`src/rtl/vt100_pkg.sv`:
```
// ----------------------------------------------------------------------------
// VT100 escape and cursor engine - shared definitions
// Widths, parser modes and character codes used by the engine.
// ----------------------------------------------------------------------------
package vt100_pkg;

    localparam int COORD_BITS = 8;
    localparam int ARG_BITS   = 16;
    localparam int ARG_SLOTS  = 4;
    localparam int SLOT_BITS  = $clog2(ARG_SLOTS);
    // signed width able to hold a coordinate plus or minus a full argument
    localparam int MOVE_BITS  = ((ARG_BITS > COORD_BITS) ? ARG_BITS : COORD_BITS) + 2;

    localparam int APB_ADDR_BITS = 3;
    localparam int APB_DATA_BITS = 32;

    typedef enum logic [1:0] {
        MODE_NORMAL = 2'd0,
        MODE_ESC    = 2'd1,
        MODE_CSI    = 2'd2
    } mode_t;

    typedef enum logic {
        REG_SCREEN_COLS = 1'b0,
        REG_SCREEN_ROWS = 1'b1
    } reg_index_t;

    localparam logic [7:0] CH_BS     = 8'h08;
    localparam logic [7:0] CH_LF     = 8'h0A;
    localparam logic [7:0] CH_CR     = 8'h0D;
    localparam logic [7:0] CH_ESC    = 8'h1B;
    localparam logic [7:0] CH_SAVE   = 8'h37; // '7'
    localparam logic [7:0] CH_REST   = 8'h38; // '8'
    localparam logic [7:0] CH_LBRACK = 8'h5B; // '['
    localparam logic [7:0] CH_ZERO   = 8'h30;
    localparam logic [7:0] CH_NINE   = 8'h39;
    localparam logic [7:0] CH_SEMI   = 8'h3B;
    localparam logic [7:0] CH_UP     = 8'h41; // 'A'
    localparam logic [7:0] CH_DOWN   = 8'h42; // 'B'
    localparam logic [7:0] CH_FWD    = 8'h43; // 'C'
    localparam logic [7:0] CH_BACK   = 8'h44; // 'D'
    localparam logic [7:0] CH_HOME   = 8'h48; // 'H'
    localparam logic [7:0] CH_HVP    = 8'h66; // 'f'
    localparam logic [7:0] CH_ERASE  = 8'h4A; // 'J'
    localparam logic [7:0] CH_SCP    = 8'h73; // 's'
    localparam logic [7:0] CH_RCP    = 8'h75; // 'u'

    localparam logic [ARG_BITS-1:0] ERASE_ALL = ARG_BITS'(2);

endpackage

```
`src/rtl/vt100_escape_cursor_engine.sv`:
```
// ----------------------------------------------------------------------------
// VT100 escape and cursor engine
// Tracks cursor, saved cursor and escape parser state for a byte stream and
// reports glyph draws, scrolls, clears and the cursor after each byte.
// ----------------------------------------------------------------------------
//  channel | handshake              | payload
//  --------+------------------------+-----------------------------------------
//  in      | in_valid / in_ready    | byte_in
//  out     | out_valid / out_ready  | print_valid, print_col, print_row,
//          |                        | print_byte, scroll_up, clear_screen,
//          |                        | cursor_col, cursor_row
//  cfg     | APB write/read         | screen_cols @ 0x0, screen_rows @ 0x4
//
//  One byte per cycle unless the output stalls: state is updated and the
//  result registered at the accepting edge; it appears on the next cycle.
//  A new byte is taken while the result register is empty or being drained.
//  A stalled output holds the result and stops further input only then.
//  Reset returns the parser to normal text and homes both cursors.
// ----------------------------------------------------------------------------
module vt100_escape_cursor_engine (
    input  logic                                  clk,
    input  logic                                  rst_n,
    input  logic                                  in_valid,
    output logic                                  in_ready,
    input  logic [7:0]                            byte_in,
    output logic                                  out_valid,
    input  logic                                  out_ready,
    output logic                                  print_valid,
    output logic [vt100_pkg::COORD_BITS-1:0]      print_col,
    output logic [vt100_pkg::COORD_BITS-1:0]      print_row,
    output logic [7:0]                            print_byte,
    output logic                                  scroll_up,
    output logic                                  clear_screen,
    output logic [vt100_pkg::COORD_BITS-1:0]      cursor_col,
    output logic [vt100_pkg::COORD_BITS-1:0]      cursor_row,
    input  logic                                  psel,
    input  logic                                  penable,
    input  logic                                  pwrite,
    input  logic [vt100_pkg::APB_ADDR_BITS-1:0]   paddr,
    input  logic [vt100_pkg::APB_DATA_BITS-1:0]   pwdata,
    output logic [vt100_pkg::APB_DATA_BITS-1:0]   prdata,
    output logic                                  pready
);

    localparam int CB = vt100_pkg::COORD_BITS;
    localparam int AB = vt100_pkg::ARG_BITS;
    localparam int MB = vt100_pkg::MOVE_BITS;
    localparam int SB = vt100_pkg::SLOT_BITS;
    localparam int NS = vt100_pkg::ARG_SLOTS;

    // configuration
    logic [CB-1:0] cols_reg, rows_reg;
    logic          cfg_write;
    vt100_pkg::reg_index_t cfg_sel;

    // parser and cursor state
    vt100_pkg::mode_t mode_reg, mode_next;
    logic [AB-1:0] arg_value_reg [NS];
    logic [AB-1:0] arg_value_next [NS];
    logic          arg_present_reg, arg_present_next;
    logic [SB-1:0] arg_slot_reg, arg_slot_next;
    logic [CB-1:0] cur_col_reg, cur_col_next, cur_row_reg, cur_row_next;
    logic [CB-1:0] saved_col_reg, saved_col_next, saved_row_reg, saved_row_next;

    // result register
    logic          out_valid_reg;
    logic          print_valid_reg, print_valid_next;
    logic [CB-1:0] print_col_reg, print_col_next, print_row_reg, print_row_next;
    logic [7:0]    print_byte_reg, print_byte_next;
    logic          scroll_reg, scroll_next, clear_reg, clear_next;

    logic          accept;
    logic [CB-1:0] cols_dim, rows_dim;
    logic          is_digit, is_semi, abort_args;
    logic [SB:0]   slot_inc;
    logic [AB-1:0] digit_acc;
    logic [AB-1:0] count;
    logic [CB:0]   txt_col, txt_row;

    // clamp a signed target into 0 .. dim-1
    function automatic logic [CB-1:0] clamp(input logic signed [MB-1:0] v,
                                            input logic [CB-1:0] dim);
        logic signed [MB-1:0] lim;
        begin
            lim = $signed({{(MB-CB){1'b0}}, dim}) - MB'(1);
            if (v > lim)
            begin
                clamp = dim - CB'(1);
            end
            else if (v < 0)
            begin
                clamp = '0;
            end
            else
            begin
                clamp = v[CB-1:0];
            end
        end
    endfunction

    function automatic logic signed [MB-1:0] sx_coord(input logic [CB-1:0] v);
        sx_coord = $signed({{(MB-CB){1'b0}}, v});
    endfunction

    function automatic logic signed [MB-1:0] sx_arg(input logic [AB-1:0] v);
        sx_arg = $signed({{(MB-AB){1'b0}}, v});
    endfunction

    assign accept    = in_valid && in_ready;
    assign in_ready  = !out_valid_reg || out_ready;
    assign cfg_write = psel && penable && pwrite && pready;
    assign cfg_sel   = vt100_pkg::reg_index_t'(paddr[2]);
    assign pready    = 1'b1;

    always_comb
    begin
        unique case (cfg_sel)
            vt100_pkg::REG_SCREEN_COLS: prdata = (vt100_pkg::APB_DATA_BITS)'(cols_reg);
            vt100_pkg::REG_SCREEN_ROWS: prdata = (vt100_pkg::APB_DATA_BITS)'(rows_reg);
            default:                    prdata = '0;
        endcase
    end

    always_ff @(posedge clk or negedge rst_n)
    begin
        if (!rst_n)
        begin
            cols_reg <= CB'(21);
            rows_reg <= CB'(8);
        end
        else if (cfg_write)
        begin
            unique case (cfg_sel)
                vt100_pkg::REG_SCREEN_COLS: cols_reg <= pwdata[CB-1:0];
                vt100_pkg::REG_SCREEN_ROWS: rows_reg <= pwdata[CB-1:0];
                default: ;
            endcase
        end
    end

    // a zero dimension acts as one
    assign cols_dim = (cols_reg == '0) ? CB'(1) : cols_reg;
    assign rows_dim = (rows_reg == '0) ? CB'(1) : rows_reg;

    assign is_digit  = (byte_in >= vt100_pkg::CH_ZERO) && (byte_in <= vt100_pkg::CH_NINE);
    assign is_semi   = (byte_in == vt100_pkg::CH_SEMI);
    assign slot_inc  = {1'b0, arg_slot_reg} + (SB+1)'(1);
    assign abort_args = (slot_inc == (SB+1)'(NS));
    // value*10 + digit, wrapping at the argument width
    assign digit_acc = (arg_value_reg[arg_slot_reg] << 3) + (arg_value_reg[arg_slot_reg] << 1)
                     + AB'(byte_in - vt100_pkg::CH_ZERO);
    assign count     = arg_present_reg ? arg_value_reg[0] : AB'(1);

    // text path: cursor step, then wrap onto the next row (scroll is decided in the state update)
    always_comb
    begin
        txt_col = {1'b0, cur_col_reg};
        txt_row = {1'b0, cur_row_reg};
        case (byte_in)
            vt100_pkg::CH_BS:
            begin
                if (cur_col_reg != '0)
                begin
                    txt_col = txt_col - (CB+1)'(1);
                end
                else
                begin
                    txt_col = {1'b0, cols_dim} - (CB+1)'(1);
                    if (cur_row_reg != '0)
                    begin
                        txt_row = txt_row - (CB+1)'(1);
                    end
                end
            end
            vt100_pkg::CH_LF:
            begin
                txt_col = '0;
                txt_row = txt_row + (CB+1)'(1);
            end
            vt100_pkg::CH_CR:
            begin
                txt_col = '0;
            end
            default:
            begin
                txt_col = txt_col + (CB+1)'(1);
            end
        endcase
        if (txt_col >= {1'b0, cols_dim})
        begin
            txt_col = '0;
            txt_row = txt_row + (CB+1)'(1);
        end
    end

    // next parser mode
    always_comb
    begin
        mode_next = vt100_pkg::MODE_NORMAL;
        unique case (mode_reg)
            vt100_pkg::MODE_NORMAL:
            begin
                if (byte_in == vt100_pkg::CH_ESC)
                begin
                    mode_next = vt100_pkg::MODE_ESC;
                end
            end
            vt100_pkg::MODE_ESC:
            begin
                if (byte_in == vt100_pkg::CH_LBRACK)
                begin
                    mode_next = vt100_pkg::MODE_CSI;
                end
            end
            vt100_pkg::MODE_CSI:
            begin
                if (is_digit || (is_semi && !abort_args))
                begin
                    mode_next = vt100_pkg::MODE_CSI;
                end
            end
            default: mode_next = vt100_pkg::MODE_NORMAL;
        endcase
    end

    // state updates and result fields
    always_comb
    begin
        for (int i = 0; i < NS; i++)
        begin
            arg_value_next[i] = arg_value_reg[i];
        end
        arg_present_next = arg_present_reg;
        arg_slot_next    = arg_slot_reg;
        cur_col_next     = cur_col_reg;
        cur_row_next     = cur_row_reg;
        saved_col_next   = saved_col_reg;
        saved_row_next   = saved_row_reg;
        print_valid_next = 1'b0;
        print_col_next   = '0;
        print_row_next   = '0;
        print_byte_next  = '0;
        scroll_next      = 1'b0;
        clear_next       = 1'b0;

        unique case (mode_reg)
            vt100_pkg::MODE_NORMAL:
            begin
                if (byte_in != vt100_pkg::CH_ESC)
                begin
                    if ((byte_in != vt100_pkg::CH_BS) && (byte_in != vt100_pkg::CH_LF)
                        && (byte_in != vt100_pkg::CH_CR))
                    begin
                        print_valid_next = 1'b1;
                        print_col_next   = cur_col_reg;
                        print_row_next   = cur_row_reg;
                        print_byte_next  = byte_in;
                    end
                    cur_col_next = txt_col[CB-1:0];
                    if (txt_row >= {1'b0, rows_dim})
                    begin
                        scroll_next  = 1'b1;
                        cur_row_next = rows_dim - CB'(1);
                    end
                    else
                    begin
                        cur_row_next = txt_row[CB-1:0];
                    end
                end
            end
            vt100_pkg::MODE_ESC:
            begin
                case (byte_in)
                    vt100_pkg::CH_SAVE:
                    begin
                        saved_col_next = cur_col_reg;
                        saved_row_next = cur_row_reg;
                    end
                    vt100_pkg::CH_REST:
                    begin
                        cur_col_next = clamp(sx_coord(saved_col_reg), cols_dim);
                        cur_row_next = clamp(sx_coord(saved_row_reg), rows_dim);
                    end
                    default: ;
                endcase
            end
            vt100_pkg::MODE_CSI:
            begin
                if (is_digit || is_semi)
                begin
                    if (!arg_present_reg)
                    begin
                        arg_present_next = 1'b1;
                    end
                    if (is_semi)
                    begin
                        arg_slot_next = slot_inc[SB-1:0];
                    end
                    else
                    begin
                        arg_value_next[arg_slot_reg] = digit_acc;
                    end
                end
                else
                begin
                    case (byte_in)
                        vt100_pkg::CH_HOME, vt100_pkg::CH_HVP:
                        begin
                            if (arg_present_reg)
                            begin
                                cur_col_next = clamp(sx_arg(arg_value_reg[1]) - MB'(1),
                                                     cols_dim);
                                cur_row_next = clamp(sx_arg(arg_value_reg[0]) - MB'(1),
                                                     rows_dim);
                            end
                            else
                            begin
                                cur_col_next = '0;
                                cur_row_next = '0;
                            end
                        end
                        vt100_pkg::CH_UP:
                        begin
                            cur_col_next = clamp(sx_coord(cur_col_reg), cols_dim);
                            cur_row_next = clamp(sx_coord(cur_row_reg) - sx_arg(count),
                                                 rows_dim);
                        end
                        vt100_pkg::CH_DOWN:
                        begin
                            cur_col_next = clamp(sx_coord(cur_col_reg), cols_dim);
                            cur_row_next = clamp(sx_coord(cur_row_reg) + sx_arg(count),
                                                 rows_dim);
                        end
                        vt100_pkg::CH_FWD:
                        begin
                            cur_col_next = clamp(sx_coord(cur_col_reg) + sx_arg(count),
                                                 cols_dim);
                            cur_row_next = clamp(sx_coord(cur_row_reg), rows_dim);
                        end
                        vt100_pkg::CH_BACK:
                        begin
                            cur_col_next = clamp(sx_coord(cur_col_reg) - sx_arg(count),
                                                 cols_dim);
                            cur_row_next = clamp(sx_coord(cur_row_reg), rows_dim);
                        end
                        vt100_pkg::CH_SCP:
                        begin
                            saved_col_next = cur_col_reg;
                            saved_row_next = cur_row_reg;
                        end
                        vt100_pkg::CH_RCP:
                        begin
                            cur_col_next = clamp(sx_coord(saved_col_reg), cols_dim);
                            cur_row_next = clamp(sx_coord(saved_row_reg), rows_dim);
                        end
                        vt100_pkg::CH_ERASE:
                        begin
                            if (arg_present_reg && (arg_value_reg[0] == vt100_pkg::ERASE_ALL))
                            begin
                                clear_next   = 1'b1;
                                cur_col_next = '0;
                                cur_row_next = '0;
                            end
                        end
                        default: ;
                    endcase
                end
            end
            default: ;
        endcase

        // leaving an escape sequence drops all arguments
        if ((mode_reg != vt100_pkg::MODE_NORMAL || byte_in == vt100_pkg::CH_ESC)
            && (mode_next == vt100_pkg::MODE_NORMAL))
        begin
            for (int i = 0; i < NS; i++)
            begin
                arg_value_next[i] = '0;
            end
            arg_present_next = 1'b0;
            arg_slot_next    = '0;
        end
    end

    always_ff @(posedge clk or negedge rst_n)
    begin
        if (!rst_n)
        begin
            mode_reg        <= vt100_pkg::MODE_NORMAL;
            for (int i = 0; i < NS; i++)
            begin
                arg_value_reg[i] <= '0;
            end
            arg_present_reg <= 1'b0;
            arg_slot_reg    <= '0;
            cur_col_reg     <= '0;
            cur_row_reg     <= '0;
            saved_col_reg   <= '0;
            saved_row_reg   <= '0;
        end
        else if (accept)
        begin
            mode_reg        <= mode_next;
            for (int i = 0; i < NS; i++)
            begin
                arg_value_reg[i] <= arg_value_next[i];
            end
            arg_present_reg <= arg_present_next;
            arg_slot_reg    <= arg_slot_next;
            cur_col_reg     <= cur_col_next;
            cur_row_reg     <= cur_row_next;
            saved_col_reg   <= saved_col_next;
            saved_row_reg   <= saved_row_next;
        end
    end

    // hold the result until the transaction on the output completes
    always_ff @(posedge clk or negedge rst_n)
    begin
        if (!rst_n)
        begin
            out_valid_reg <= 1'b0;
        end
        else if (accept)
        begin
            out_valid_reg <= 1'b1;
        end
        else if (out_ready)
        begin
            out_valid_reg <= 1'b0;
        end
    end

    always_ff @(posedge clk)
    begin
        if (accept)
        begin
            print_valid_reg <= print_valid_next;
            print_col_reg   <= print_col_next;
            print_row_reg   <= print_row_next;
            print_byte_reg  <= print_byte_next;
            scroll_reg      <= scroll_next;
            clear_reg       <= clear_next;
        end
    end

    assign out_valid    = out_valid_reg;
    assign print_valid  = print_valid_reg;
    assign print_col    = print_col_reg;
    assign print_row    = print_row_reg;
    assign print_byte   = print_byte_reg;
    assign scroll_up    = scroll_reg;
    assign clear_screen = clear_reg;
    assign cursor_col   = cur_col_reg;
    assign cursor_row   = cur_row_reg;

endmodule

```
`config.mk`:
```
export PLATFORM = sky130hd
export DESIGN_NAME = vt100_escape_cursor_engine
export DESIGN_NICKNAME = d
export VERILOG_FILES = /design/src/rtl/vt100_pkg.sv /design/src/rtl/vt100_escape_cursor_engine.sv
export SDC_FILE = /design/constraint.sdc
export NUM_CORES = 1
export LEC_CHECK = 0
export BUFFER_PORTS_ARGS = -buffer_cell sky130_fd_sc_hd__buf_2
export CAP_MARGIN = 20
export CELL_PAD_IN_SITES_DETAIL_PLACEMENT = 1
export CELL_PAD_IN_SITES_GLOBAL_PLACEMENT = 1
export CORE_ASPECT_RATIO = 0.6
export CORE_UTILIZATION = 40
export DETAILED_ROUTE_END_ITERATION = 8
export PLACE_DENSITY_LB_ADDON = 0.1
export SLEW_MARGIN = 10
export SYNTH_ARGS = -nofsm -noshare
export SYNTH_HDL_FRONTEND = slang
export SYNTH_SLANG_ARGS = --single-unit
export TNS_END_PERCENT = 30
```
`constraint.sdc`:
```
create_clock -name clk -period 5.9 [get_ports clk]
set_input_delay 0.885 -clock clk [delete_from_list [all_inputs] [get_ports clk]]
set_output_delay 0.885 -clock clk [all_outputs]
set_load 0.005 [all_outputs]
```
==> results of run 1 <==
[metrics by stage]
stage,cell area [µm²],total power [mW],util (%)
CTS,18800,7.00,47.5
global route,19100,7.72,48.1
detailed placement,18200,5.72,45.8
global placement,18200,5.56,45.8
finish,19100,7.28,48.1
floorplan,16500,3.94,-
[critical path, stage by stage, from the launching register on]
cell and delay [ns]:
dfstp_2 0.37, or3_4 0.40, nor3_4 0.20, a31oi_2 0.12, ha_2 0.20, nand2b_1 0.09, nor2_1 0.06, xnor2_1 0.27
nor2_1 0.10, o32ai_2 0.24, ha_1 0.29, a21o_1 0.16, a21o_1 0.17, a41o_1 0.24, a41oi_4 0.31, nand2_4 0.13
nand3_4 0.11, xnor2_2 0.12, ha_1 0.28, a21o_1 0.18, a211oi_2 0.24, o21ai_2 0.09, o211a_1 0.17, a311oi_4 0.37
o41ai_4 0.25, a211o_1 0.33, a221oi_2 0.25
[per-layer routing]
metal / vias up / wire length (µm)
met5: - / 0
met4: 0 / 971
met3: 73 / 5590
met2: 638 / 27900
met1: 8389 / 35600
li1: 7396 / -
[cells in the mapped netlist, types with 17 or more instances]
library cell / number / area share, %
a211oi_1: 31 / 1.4
a21o_1: 30 / 1.4
a21oi_1: 113 / 3.5
a22o_1: 45 / 2.4
and2_1: 41 / 1.6
and3_1: 22 / 0.84
buf_4: 25 / 1.1
clkbuf_1: 68 / 1.6
dfrtp_1: 112 / 17
edfxtp_1: 27 / 5.0
fa_1: 17 / 2.1
ha_1: 221 / 17
inv_1: 110 / 2.5
mux2_2: 37 / 2.5
nand2_1: 164 / 3.8
nand2b_1: 23 / 0.88
nand3_1: 59 / 1.8
nand4_1: 31 / 1.2
nor2_1: 130 / 3.0
nor2b_1: 23 / 0.88
nor3_1: 41 / 1.3
o211ai_1: 29 / 1.3
o21ai_0: 95 / 2.9
or3_1: 17 / 0.65
xnor2_1: 59 / 3.2
xor2_1: 42 / 2.2
[power by group through the flow]
| stage | logic (mW) | clock network [mW] | registers, mW |
|---|---|---|---|
| 2_1_floorplan | 2.65 | 0 | 1.28 |
| 3_3_place_gp | 4.25 | 0 | 1.31 |
| 3_5_place_dp | 4.40 | 0 | 1.31 |
| 4_1_cts | 4.53 | 1.18 | 1.30 |
| 5_1_grt | 5.20 | 1.21 | 1.31 |
| 6_report | 4.80 | 1.17 | 1.31 |
[cell type report]
| type | count | area (µm²) | share of cell area [%] |
|---|---|---|---|
| well taps | 522 | 653 | 3.43 |
| inverters | 112 | 420 | 2.21 |
| repair buffers | 240 | 1630 | 8.55 |
| clock buffers | 19 | 464 | 2.44 |
| flip-flops and latches | 143 | 3720 | 19.5 |
| clock inverters | 13 | 135 | 0.709 |
| multi-input cells | 1572 | 12000 | 63.2 |
[timing repair]
item	in CTS	in global routing
gates cloned	1	0
gates resized for setup	11	33
pin swaps	1	16
hold buffers	0	0
buffers inserted	1	4
endpoints found under the setup margin	9	15
[cell families (layout without fill, tap and decap cells)]
group           count (synthesis)  count (layout)  share of synthesized area, %
simple gates                  630             630                          19.7
compound gates                513             514                          21.9
fa+ha+maj                     238             238                          19.0
buf+inv                       221             384                          5.88
flops                         143             143                          22.7
xor+xnor                      101             101                          5.41
mux                            64              64                          5.36
other cells                     2              25                        0.0459
[final timing paths]
kind / from / depth (start not counted) / endpoint
setup / recovery: cols_reg[4]$_DFFE_PN1P_ / 26 / cursor_row[6]$_DFFE_PN0P_
hold / removal: rst_n / 1 / cols_reg[3]$_DFFE_PN0P_
setup reg to reg: cols_reg[4]$_DFFE_PN1P_ / 26 / cursor_row[6]$_DFFE_PN0P_
hold reg to reg: arg_value_reg[20]$_DFFE_PN0P_ / 2 / arg_value_reg[20]$_DFFE_PN0P_
max in group asynchronous: rst_n / 2 / arg_value_reg[50]$_DFFE_PN0P_
min in group clk: arg_value_reg[20]$_DFFE_PN0P_ / 2 / arg_value_reg[20]$_DFFE_PN0P_
==> impl_metrics.csv, run 1 <==
group,metric,value,unit
route,ant_nets,0,
placement,dp_hpwl,55.8,mm
floorplan,die_x,263,µm
grt,top_usage_layer,"met1",
floorplan,rows,56,
worst_setup_path,required,6.27,ns
grt,grt_antenna_before_repair,1,
final_layout,final_cell_mix,"ha_1, nand2_1, buf_4, nor2_1, dfrtp_1",
final_layout,layout.cells.non_filler,2621,
power_and_ir_drop,combPwrFrac,65.9,%
power_and_ir_drop,p_per_area,382,nW/µm²
sta,setup-tns-final,0,ns
synth,synth-main-ff-cell,"dfrtp_1",
grt,grt.met1_usage,52.7,%
placement,dp_cells,2582,
final_layout,largest_reg_flops,62,
grt,grt_pass1_vias,16500,
power_and_ir_drop,seqPwrFrac,17.9,%
clock_tree,cts_buffers,17,
placement,port-buffer-count,76,
synth,async_reset_ff_share,81.1,%
sta,final.period_utilization,99.2,%
route,wl_per_cell,26.7,µm
final_layout,layout_commonest_cell,"ha_1",
route,viasPerCell,6.29,
worst_setup_path,regToRegSetupSlack,0.05,ns
final_layout,syn2layout_area_growth,16.6,%
sta,worstMarginPinSlew,1.12,ns
power_and_ir_drop,internal_power,3.70,mW
synth,yosysSeqAreaShare,22.7,%
clock_tree,clock-sinks,143,
synth,synth-edff-count,27,
route,vias,16500,
synth,synth.distinct_cells,97,
route,dr.first_iter.drc_count,1701,
clock_tree,clk_path_buf_depth,2,
run,cap_violations,0,
worst_setup_path,critPathLaunchType,"flop",
sta,hold_violations,0,
sta,rsz0062_at_grt,"yes",
sta,fin_crit,5.85,ns
power_and_ir_drop,max-vdd-ir-drop,200,µV
power_and_ir_drop,clkPwrFrac,16.1,%
synth,synthCells,1912,
worst_setup_path,worst-path-max-fanout,7,
worst_setup_path,arrival,6.22,ns
grt,grt_pass1_wl,106,mm
power_and_ir_drop,netSwitchingPower,3.58,mW
sta,setup_viol,0,
grt,track_usage,33.9,%
grt,grt_start_max_net_pins,70,
route,dr.pass1.iters,6,
final_layout,drive_above_1_share,18.8,%
clock_tree,clk-insertion-delay-late,0.47,ns
placement,pre_cts_ws,-0.866,ns
grt,gr-usage-met3,5.75,%
clock_tree,root_buffer,"clkbuf_16",
synth,ys_seq_elements,143,
sta,worst_slack,0.0461,ns
floorplan,ios,128,
final_layout,fin_nets,2374,
route,totalWireLength,70.1,mm
sta,slew-limit-headroom,25.7,%
worst_setup_path,cp-end-kind,"flop",
route,route.detailed.drc,0,
worst_setup_path,path_class,"flop to flop",
power_and_ir_drop,switching_share,49.1,%
min_path,hp-class,"input pin to async pin",
grt,grt.overflow.total,0,
sta,fmax,171,MHz
sta,hold_ws,0.368,ns
run_status,status,"finished clean",
power_and_ir_drop,p_leak,8.52,nW
grt,use_met2,48.0,%
synth,ys_warn_count,0,
floorplan,core_area,39700,µm²
clock_tree,clkTransAtPathRegs,0.08,ns
floorplan,start_util,41.2,%
sta,clock-skew-final,0.0196,ns
floorplan,dieArea,41700,µm²
sta,slew_viol_final,0,
clock_tree,htree_levels,4,
synth,synth_area,16400,µm²
synth,avgSynthCellArea,8.55,µm²
final_layout,n_fill_cell,4697,
final_layout,antenna_cells,0,
clock_tree,cts_tree,"done",
floorplan,die_y,159,µm
placement,place_congestion,0.958,
Power figures use the tool's default switching activity.
==> run 2: changes to the inputs <==
- SETUP_SLACK_MARGIN: not set -> 0.05
==> run 2 against run 1 <==
Effect of this change:
- the run now ends with setup timing left
- non-clock buffer count is 3 higher
- total power is 1.3% higher
- cell area hardly changed
- critical path type unchanged
- largest cell class unchanged
- largest power group unchanged
==> impl_metrics.csv, run 2 (synthesized netlist as in run 1, its figures left out) <==
group,metric,value,unit
grt,gr-usage-met3,5.97,%
run_status,status,"finished, violations left",
route,route.detailed.drc,0,
grt,grt_pass1_wl,105,mm
worst_setup_path,critPathLaunchType,"flop",
clock_tree,clk_path_buf_depth,2,
clock_tree,clk-insertion-delay-late,0.48,ns
power_and_ir_drop,netSwitchingPower,3.60,mW
final_layout,drive_above_1_share,18.9,%
grt,grt_start_max_net_pins,54,
worst_setup_path,regToRegSetupSlack,-0.05,ns
run_status,violations,"setup timing",
worst_setup_path,path_class,"flop to flop",
sta,worst_slack,-0.0518,ns
final_layout,fin_nets,2377,
sta,slew-limit-headroom,29.6,%
floorplan,die_y,159,µm
sta,fin_crit,5.95,ns
worst_setup_path,required,6.24,ns
final_layout,layout_commonest_cell,"ha_1",
worst_setup_path,rr_startpoint,"cols_reg[5]$_DFFE_PN0P_",
route,dr.pass1.iters,5,
sta,rsz0062_at_grt,"yes",
floorplan,ios,128,
clock_tree,htree_levels,4,
sta,final.period_utilization,101,%
placement,port-buffer-count,76,
grt,use_met2,48.2,%
sta,slew_viol_final,0,
placement,pre_cts_ws,-0.699,ns
route,ant_nets,0,
power_and_ir_drop,total_power,7.37,mW
final_layout,syn2layout_area_growth,16.7,%
power_and_ir_drop,p_per_area,386,nW/µm²
worst_setup_path,r2r_cells,27,
route,wl_per_cell,26.8,µm
clock_tree,cts_buffers,17,
clock_tree,root_buffer,"clkbuf_16",
floorplan,die_x,263,µm
placement,dp_cells,2577,
worst_setup_path,r2r-end,"cursor_row[2]$_DFFE_PN0P_",
route,totalWireLength,70.3,mm
grt,grt.overflow.total,0,
floorplan,core_area,39700,µm²
floorplan,start_util,41.2,%
sta,hold_violations,0,
sta,clock-skew-final,0.0337,ns
min_path,hp-class,"input pin to async pin",
power_and_ir_drop,internal_power,3.77,mW
grt,grt.met1_usage,52.6,%
sta,fmax,168,MHz
power_and_ir_drop,clkPwrFrac,16.4,%
final_layout,final_cell_mix,"ha_1, buf_4, nand2_1, nor2_1, dfrtp_1",
route,vias,16400,
route,viasPerCell,6.26,
final_layout,largest_reg_flops,62,
sta,worstMarginPinSlew,1.05,ns
grt,grt_pass1_vias,16100,
clock_tree,postCtsHoldBufs,0,
grt,top_usage_layer,"met1",
placement,place_congestion,0.950,
worst_setup_path,cp-end-kind,"flop",
final_layout,postLayoutCellArea,19100,µm²
sta,setup_viol,1,
grt,grt_antenna_before_repair,3,
route,dr.first_iter.drc_count,1853,
power_and_ir_drop,max-vdd-ir-drop,175,µV
power_and_ir_drop,p_leak,8.52,nW
clock_tree,clock-sinks,143,
clock_tree,clkTransAtPathRegs,0.09,ns
grt,track_usage,33.7,%
placement,dp_hpwl,55.5,mm
power_and_ir_drop,switching_share,48.8,%
worst_setup_path,arrival,6.29,ns
power_and_ir_drop,combPwrFrac,66.1,%
placement,dpl_cell_area,18100,µm²
worst_setup_path,worst-path-max-fanout,5,
clock_tree,cts_tree,"done",
floorplan,rows,56,
run,cap_violations,0,
final_layout,layout.cells.non_filler,2625,
power_and_ir_drop,seqPwrFrac,17.6,%
floorplan,dieArea,41700,µm²
-- run 2: worst max-delay path: stages (launching register included) --
cell and delay [ns]:
dfrtp_1 0.38, or3_4 0.42, nor3_4 0.19, a31oi_2 0.12
ha_2 0.23, nand2b_4 0.08, nor2_1 0.06, xnor2_2 0.16
nor2_1 0.08, o32ai_2 0.24, ha_1 0.29, a21o_1 0.16
a21o_1 0.18, a41o_1 0.24, a41oi_4 0.31, nand2_4 0.14
buf_4 0.16, mux2_2 0.28, ha_1 0.29, a211oi_2 0.23
o21ai_1 0.13, o211a_1 0.19, a311oi_4 0.38, o41ai_4 0.21
buf_4 0.18, mux2_4 0.30, nor2_4 0.10, o31ai_2 0.07
-- run 2: how the worst max path moves through the flow --
stage | slack (ns) | cells past startpoint | end | startpoint
3_5_place_dp | -0.70 | 26 | cursor_row[0]$_DFFE_PN0P_ | byte_in[4]
4_1_cts | 0.06 | 28 | cursor_row[0]$_DFFE_PN0P_ | cols_reg[4]$_DFFE_PN1P_
6_report | -0.05 | 27 | cursor_row[2]$_DFFE_PN0P_ | cols_reg[5]$_DFFE_PN0P_
2_1_floorplan | 0.10 | 24 | cursor_row[6]$_DFFE_PN0P_ | byte_in[4]
3_3_place_gp | -0.49 | 24 | cursor_row[6]$_DFFE_PN0P_ | byte_in[4]
5_1_grt | -0.26 | 28 | cursor_row[2]$_DFFE_PN0P_ | cols_reg[5]$_DFFE_PN0P_
-- run 2: per-stage QoR --
| step | TNS [ns] | util [%] | hold WS (ns) |
|---|---|---|---|
| floorplan | 0 | - | 0.445 |
| global placement | -3.83 | 45.7 | 0.460 |
| detailed placement | -5.53 | 45.7 | 0.471 |
| CTS | 0 | 47.5 | 0.272 |
| global route | -1.74 | 48.1 | 0.287 |
| finish | -0.0518 | 48.1 | 0.278 |
-- run 2: cell type report --
type	instances	area, µm²
Fill cell	4691	20600
Multi-Input combinational cell	1572	12000
Sequential cell	143	3720
Timing Repair Buffer	243	1660
Tap cell	522	653
Clock buffer	19	464
Inverter	112	420
Clock inverter	12	141
Antenna cell	2	5.00
-- run 2: power by group through the flow --
| stage | clock network [mW] | logic, mW | registers, mW |
|---|---|---|---|
| after floorplan | 0 | 2.65 | 1.28 |
| final | 1.21 | 4.87 | 1.30 |
| after detailed placement | 0 | 4.45 | 1.30 |
| after global routing | 1.24 | 5.27 | 1.30 |
| after global placement | 0 | 4.30 | 1.30 |
| after CTS | 1.21 | 4.62 | 1.29 |
-- run 2: metal layers --
metal | wire length, µm | vias up
met4 | 771 | 2
li1 | - | 7370
met3 | 5710 | 60
met5 | 12 | -
met1 | 35900 | 8375
met2 | 28000 | 623
-- run 2: timing repair --
action,4_1_cts,5_1_grt
buffers inserted,6,6
gates cloned,1,0
pin swaps,5,25
resized for setup,13,33
endpoints found under the setup margin,9,17
